--- src/hdl/wpi_pkg.sv ---
// ----------------------------------------------------------------------------
// wpi_pkg: shared types and constants of the waypoint path interpolator
// Request codes, coordinate widths and the control word handed to the
// shared divide / square root unit.
// ----------------------------------------------------------------------------
package wpi_pkg;

  localparam int CoordW = 24;
  localparam int CountW = 16;
  localparam int VelW   = 16;
  localparam int DefQueueDepth = 16;

  // request codes
  localparam logic [1:0] FUNC_MOVE  = 2'd0;
  localparam logic [1:0] FUNC_JUMP  = 2'd1;
  localparam logic [1:0] FUNC_TICK  = 2'd2;
  localparam logic [1:0] FUNC_RESET = 2'd3;

  // shared unit operations
  localparam logic OP_SQRT = 1'b0;
  localparam logic OP_DIV  = 1'b1;

  // command to the shared unit
  typedef struct packed {
    logic        start;
    logic        op;
    logic [49:0] num;   // radicand (50 bits) or magnitude dividend
    logic [31:0] den;   // divisor
  } wpi_cmd_t;

endpackage

--- src/hdl/wpi_divsqrt.sv ---
// ----------------------------------------------------------------------------
// wpi_divsqrt: shared iterative divide and square root
// Restoring unsigned divide, one quotient bit per cycle, or restoring square
// root, one root bit per cycle, on the same subtract / compare datapath.
// ----------------------------------------------------------------------------
module wpi_divsqrt
  import wpi_pkg::*;
(
  input  logic        clk,
  input  logic        rst,
  input  wpi_cmd_t    cmd,
  output logic        done,
  output logic [49:0] result
);

  logic        busy;
  logic        op;
  logic [5:0]  cnt;
  logic [49:0] num;
  logic [51:0] rem;
  logic [49:0] quo;
  logic [31:0] den;

  logic [51:0] rem_sh;
  logic [51:0] trial;
  logic        take;

  // one step: shift in one (div) or two (sqrt) bits and test-subtract
  always_comb begin
    if (op == OP_DIV) begin
      rem_sh = {rem[50:0], num[49]};
      trial  = {20'd0, den};
    end else begin
      rem_sh = {rem[49:0], num[49:48]};
      trial  = {quo[49:0], 2'b01};
    end
    take = (rem_sh >= trial);
  end

  always_ff @(posedge clk) begin
    if (rst) begin
      busy <= 1'b0;
      done <= 1'b0;
    end else begin
      done <= 1'b0;
      if (cmd.start) begin
        busy <= 1'b1;
        op   <= cmd.op;
        num  <= cmd.num;
        den  <= cmd.den;
        rem  <= '0;
        quo  <= '0;
        cnt  <= (cmd.op == OP_DIV) ? 6'd50 : 6'd25;
      end else if (busy) begin
        rem <= take ? rem_sh - trial : rem_sh;
        quo <= {quo[48:0], take};
        num <= (op == OP_DIV) ? {num[48:0], 1'b0} : {num[47:0], 2'b00};
        cnt <= cnt - 6'd1;
        if (cnt == 6'd1) begin
          busy <= 1'b0;
          done <= 1'b1;
        end
      end
    end
  end

  assign result = quo;

endmodule

--- config.mk ---
export PLATFORM = sky130hd
export DESIGN_NAME = wpi_divsqrt
export DESIGN_NICKNAME = d
export VERILOG_FILES = /design/src/hdl/wpi_pkg.sv /design/src/hdl/wpi_divsqrt.sv
export SDC_FILE = /design/constraint.sdc
export NUM_CORES = 1
export LEC_CHECK = 0
export BUFFER_PORTS_ARGS = -buffer_cell sky130_fd_sc_hd__buf_2
export CORE_MARGIN = 10
export CORE_UTILIZATION = 40
export DETAILED_ROUTE_END_ITERATION = 12
export GPL_ROUTABILITY_DRIVEN = 1
export PLACE_DENSITY = 0.7
export SLEW_MARGIN = 10
export SYNTH_ARGS = -nofsm -noshare
export SYNTH_HDL_FRONTEND = slang
export SYNTH_SLANG_ARGS = --single-unit
--- constraint.sdc ---
create_clock -name clk -period 7.77 [get_ports clk]
set_input_delay 0 -clock clk [delete_from_list [all_inputs] [get_ports clk]]
set_output_delay 0 -clock clk [all_outputs]
set_load 0.05 [all_outputs]
## Yosys cells after proc, flatten, opt, wreduce, memory -nomap -nowiden

Index checks and enable logic that the tools add are counted.

- Output and inout bits: 51
- Word-level logic and storage cells: 33
- Bits of input ports: 86
- Register bits: 192

- Equality and inequality tests: 1
- Muxes and demuxes: 15
- Order comparisons: 1
- Bitwise logic cells: 2
- Add/sub/neg operators: 2
- Reduce and logical (&&, ||, !) cells: 4

Operators by type and width:

| cell | count |
|---|---|
| $mux W50 | 4 |
| $mux W52 | 2 |
| $mux W51 | 2 |
| $ge A52 B52 Y1 | 1 |
| $sub A51 B51 Y51 | 1 |
| $mux W6 | 3 |
| $eq A6 B1 Y1 const B | 1 |
| $sub A6 B1 Y6 const B | 1 |
| $mux W1 | 4 |
| $reduce_and A2 Y1 | 2 |
| $reduce_or A3 Y1 | 1 |
| $not A1 Y1 | 2 |
| $reduce_bool A2 Y1 | 1 |

## Longest topological paths before layout

- Word-level depth: 4
- Mapped depth: 18

## Worst setup path before layout

No wires, ideal clock.

- Kind: input-to-reg
- Start point: in cmd[83] (netlist bit)
- End point: reg cnt[0] (enable)
- Setup time: 0.677 ns
- Setup slack: 0.007 ns
- Arrival time: 7.086 ns
- Buffers on the path: 2
- Stages on the path: 4
- Cells stage by stage: clkbuf_1 clkbuf_1 nor2_1 nor2_1

- Longest elaborated chain between the ends: 2

Ends and longest elaborated chain:

| item | line | RTL |
|---|---|---|
| start, declared | wpi_divsqrt.sv:11 | `input wpi_cmd_t cmd,` |
| $reduce_bool A2 Y1 (no line) | -- |  |
| $reduce_and A2 Y1 (no line) | -- |  |
| end signal, assigned | wpi_divsqrt.sv:53 | `cnt <= (cmd.op == OP_DIV) ? 6'd50 : 6'd25;` |
| end signal, assigned | wpi_divsqrt.sv:58 | `cnt <= cnt - 6'd1;` |
| end, declared | wpi_divsqrt.sv:18 | `logic [5:0] cnt;` |

Every way passes these cells.
A chain may end at the register's enable or synchronous reset.

## Worst setup path after layout

- Start point: reg op
- End point: reg rem[46] (data pin)

- Longest elaborated chain between the ends: 4
- Elaborated cells between the ends (all ways): 6
- Classes of those cells: 1 x add/sub; 1 x order compare; 4 x mux

Ends and longest elaborated chain:

| item | line | RTL |
|---|---|---|
| start, declared | wpi_divsqrt.sv:17 | `logic op;` |
| start signal, assigned | wpi_divsqrt.sv:48 | `op <= cmd.op;` |
| $mux W52 | wpi_divsqrt.sv:30 | `if (op == OP_DIV) begin` |
| $sub A51 B51 Y51 / $ge A52 B52 Y1 (equally long branches) | wpi_divsqrt.sv:55, wpi_divsqrt.sv:37 |  |
| $mux W51 * | wpi_divsqrt.sv:55 | `rem <= take ? rem_sh - trial : rem_sh;` |
| $mux W51 * | wpi_divsqrt.sv:54 | `end else if (busy) begin` |
| end signal, assigned | wpi_divsqrt.sv:55 |  |
| end, declared | wpi_divsqrt.sv:20 | `logic [51:0] rem;` |

Mark *: on every way between the ends. The rest lies on a longest branch, timed or not. The select of a mux whose other input is x is not followed.

==> impl_metrics.sql <==
INSERT INTO impl_metrics (metric_group, metric, value, unit) VALUES
('clock_tree', 'ctsLongestPathBuffers', '2', ''),
('global_routing', 'grt_max_degree', '127', ''),
('clock_tree', 'clk_pin_slew_worst_setup_hold_paths', '0.09', 'ns'),
('power_and_ir_drop', 'intPower', '2.18', 'mW'),
('detailed_routing', 'ant_nets', '0', ''),
('synth', 'share_of_synthesized_area_occupied_by_flip_flops_and_latches', '0.484', ''),
('power_and_ir_drop', 'p_per_area', '236', 'mW/mm^2'),
('global_routing', 'grt_antenna_before_repair', '0', ''),
('status', 'status', 'finished, final reports clean', ''),
('sta', 'min_period_over_period', '0.645', ''),
('clock_tree', 'post-cts-setup-buffer-count', '0', ''),
('critical_path', 'crit_arrival', '5.18', 'ns'),
('final_layout', 'layoutNonFillerInstCount', '1713', ''),
('detailed_routing', 'route.detailed.wl_per_inst', '17.3', 'um'),
('final_layout', 'drive_above_1_share', '0.184', ''),
('synth', 'synth.ff_latch_count', '192', ''),
('detailed_routing', 'drt_first_pass_iters', '5', ''),
('critical_path', 'crit_fanout', '69', ''),
('detailed_routing', 'vias', '9083', ''),
('min_path', 'hp-class', 'in2reg', ''),
('synth', 'yosysTopAreaCell', 'sky130_fd_sc_hd__edfxtp_1', ''),
('synth', 'synth_edf_count', '190', ''),
('floorplan', 'die_width', '192', 'um'),
('synth', 'ys.warnings.count', '0', ''),
('synth', 'post_synth.cell_area_avg', '10.6', 'sq um'),
('clock_tree', 'cts.htree.levels', '4', ''),
('power_and_ir_drop', 'part_of_the_power_in_the_clock_network', '0.275', ''),
('sta', 'drv_slew', '0', ''),
('sta', 'max_freq', '0.200', 'GHz'),
('synth', 'count_of_different_cell_masters_after_synthesis', '56', ''),
('global_routing', 'grt_pass1_vias', '9259', ''),
('place', 'numPlacedInstances', '1597', ''),
('sta', 'grt_setup_unrepaired', 'no', ''),
('critical_path', 'critical_path_required', '7.94', 'ns'),
('floorplan', 'core.rowCount', '63', ''),
('detailed_routing', 'viasPerCell', '5.30', ''),
('floorplan', 'dieHeight', '192', 'um'),
('final_layout', 'insertedDiodeCount', '0', ''),
('synth', 'synth_async_sr_flop_share', '0', ''),
('sta', 'clock_skew_after_layout', '0.0151', 'ns'),
('floorplan', 'core', '0.0295', 'sq mm'),
('run', 'maxCapViolations', '0', ''),
('place', 'place_congestion', '0.911', ''),
('power_and_ir_drop', 'leakagePower', '5.73', 'nW'),
('clock_tree', 'root_buffer', 'sky130_fd_sc_hd__clkbuf_16', ''),
('sta', 'final_period_minus_worst_setup_slack', '5.01', 'ns'),
('power_and_ir_drop', 'comb_power_share', '0.339', ''),
('sta', 'worst_slew_margin_rel', '0.295', ''),
('final_layout', 'num-nets-final', '1451', ''),
('clock_tree', 'clock_insertion_delay_worst_skew', '0.45', 'ns'),
('synth', 'yosys-top-cells-count', '190 x sky130_fd_sc_hd__edfxtp_1, 108 x sky130_fd_sc_hd__nor2_1, 95 x sky130_fd_sc_hd__nand2_1', ''),
('global_routing', 'grt_use_total', '0.161', ''),
('place', 'hpwl_dp', '20200', 'um'),
('critical_path', 'crit_path_start_kind', 'flop', ''),
('floorplan', 'starting_utilization_of_the_core_area', '0.403', ''),
('synth', 'synth_area_leaders', 'sky130_fd_sc_hd__edfxtp_1 48%, sky130_fd_sc_hd__mux2i_1 7.7%, sky130_fd_sc_hd__ha_1 5.7%', ''),
('synth', 'postSynthCellCount', '1118', ''),
('sta', 'final_hold_viol_count', '0', ''),
('power_and_ir_drop', 'peak_supply_drop', '0.159', 'mV'),
('clock_tree', 'tritoncts', 'done', ''),
('sta', 'setup-violations-final', '0', ''),
('synth', 'syn-num-nets', '1259', ''),
('clock_tree', 'cts_sinks', '192', ''),
('critical_path', 'path_class', 'reg2reg', ''),
('sta', 'tightestPinTransition', '1.06', 'ns'),
('final_layout', 'post-route-util', '0.488', ''),
('floorplan', 'i_o_pin_count', '137', ''),
('detailed_routing', 'totalWireLength', '29600', 'um'),
('synth', 'syn_area', '0.0119', 'sq mm'),
('place', 'portBuffers', '136', ''),
('synth', 'synth_top_area_share', '0.480', '');
## routing by layer
metal / share of wire / track usage
met5: 0 / 0
met3: 0.053 / 0.0358
met2: 0.47 / 0.263
met1: 0.46 / 0.216
met4: 0.011 / 0.0346
## power groups by stage
| stage | combinational [mW] | sequential (mW) | clock, mW |
|---|---|---|---|
| detailed placement | 1.10 | 1.33 | 0 |
| global route | 1.28 | 1.32 | 0.993 |
| CTS | 1.14 | 1.31 | 0.948 |
| global placement | 1.09 | 1.33 | 0 |
| finish | 1.15 | 1.31 | 0.931 |
| floorplan | 0.822 | 1.38 | 0 |
## layout by cell type, fill, tap and decap left out, drive strengths merged, types with 52 or more instances in the layout
| master | n |
|---|---|
| mux2 | 52 |
| mux2i | 91 |
| edfxtp | 190 |
| nand2 | 95 |
| ha | 54 |
| dlygate4sd3 | 84 |
| a21oi | 88 |
| nor2 | 108 |
| o21ai | 90 |
| buf | 144 |
| nor2b | 54 |
## through the flow
| step | setup slack [ns] | area, sq um | hold WS [ns] |
|---|---|---|---|
| global placement | 2.94 | 12900 | 0.177 |
| finish | 2.76 | 14400 | 0.203 |
| floorplan | 0.00747 | 11900 | 0.0773 |
| global route | 2.39 | 14400 | 0.248 |
| detailed placement | 2.77 | 12900 | 0.178 |
| CTS | 2.73 | 14400 | 0.186 |
## final timing paths
kind	slack, ns	to	startpoint	cells past startpoint
setup reg to reg	2.76	rem[46]	op	14
setup / recovery	2.76	rem[46]	op	14
hold / removal	0.20	result[2]	cmd[83]	2
hold reg to reg	0.51	done	busy	1
## cells by family (layout without fill, tap and decap cells)
family	after synthesis	in the layout	synth area share
and+or+nand+nor	346	346	0.139
AOI/OAI and AO/OA	262	262	0.132
DFF	192	192	0.484
muxes	143	143	0.126
buffers and inverters	71	276	0.0243
adders and majority gates	55	55	0.0586
xor gates and xnor gates	49	49	0.0361
## worst max-delay path: stages, from the launching register on
cell and delay [ns]:
sky130_fd_sc_hd__edfxtp_1 1.01, sky130_fd_sc_hd__buf_12 0.35, sky130_fd_sc_hd__mux2_2 0.41, sky130_fd_sc_hd__ha_1 0.38, sky130_fd_sc_hd__a21oi_1 0.18, sky130_fd_sc_hd__o21ai_0 0.16
sky130_fd_sc_hd__o21bai_1 0.27, sky130_fd_sc_hd__a22oi_1 0.21, sky130_fd_sc_hd__nor3b_2 0.39, sky130_fd_sc_hd__o21ai_2 0.16, sky130_fd_sc_hd__a21oi_4 0.18, sky130_fd_sc_hd__buf_4 0.40
sky130_fd_sc_hd__inv_4 0.23, sky130_fd_sc_hd__mux2i_1 0.22, sky130_fd_sc_hd__nor2_1 0.06
## flip-flops by register name (all words and copies together) (netlist names)
name	count
den	32
cnt	6
num	50
busy	1
rem	51
result	50
done	1
op	1
## cell type report
| type | instances | area [sq um] |
|---|---|---|
| Clock inverter | 15 | 203 |
| Clock buffer | 17 | 425 |
| Timing Repair Buffer | 228 | 1600 |
| Inverter | 16 | 62.6 |
| Tap cell | 390 | 488 |
| Multi-Input combinational cell | 855 | 5860 |
| Fill cell | 2657 | 15100 |
| Sequential cell | 192 | 5750 |
## timing repair
item / CTS / global route
resized for setup: 0 / 0
hold buffers: 84 / 0
endpoints found under the hold margin: 87 / 0
Power figures use the tool's default switching activity.
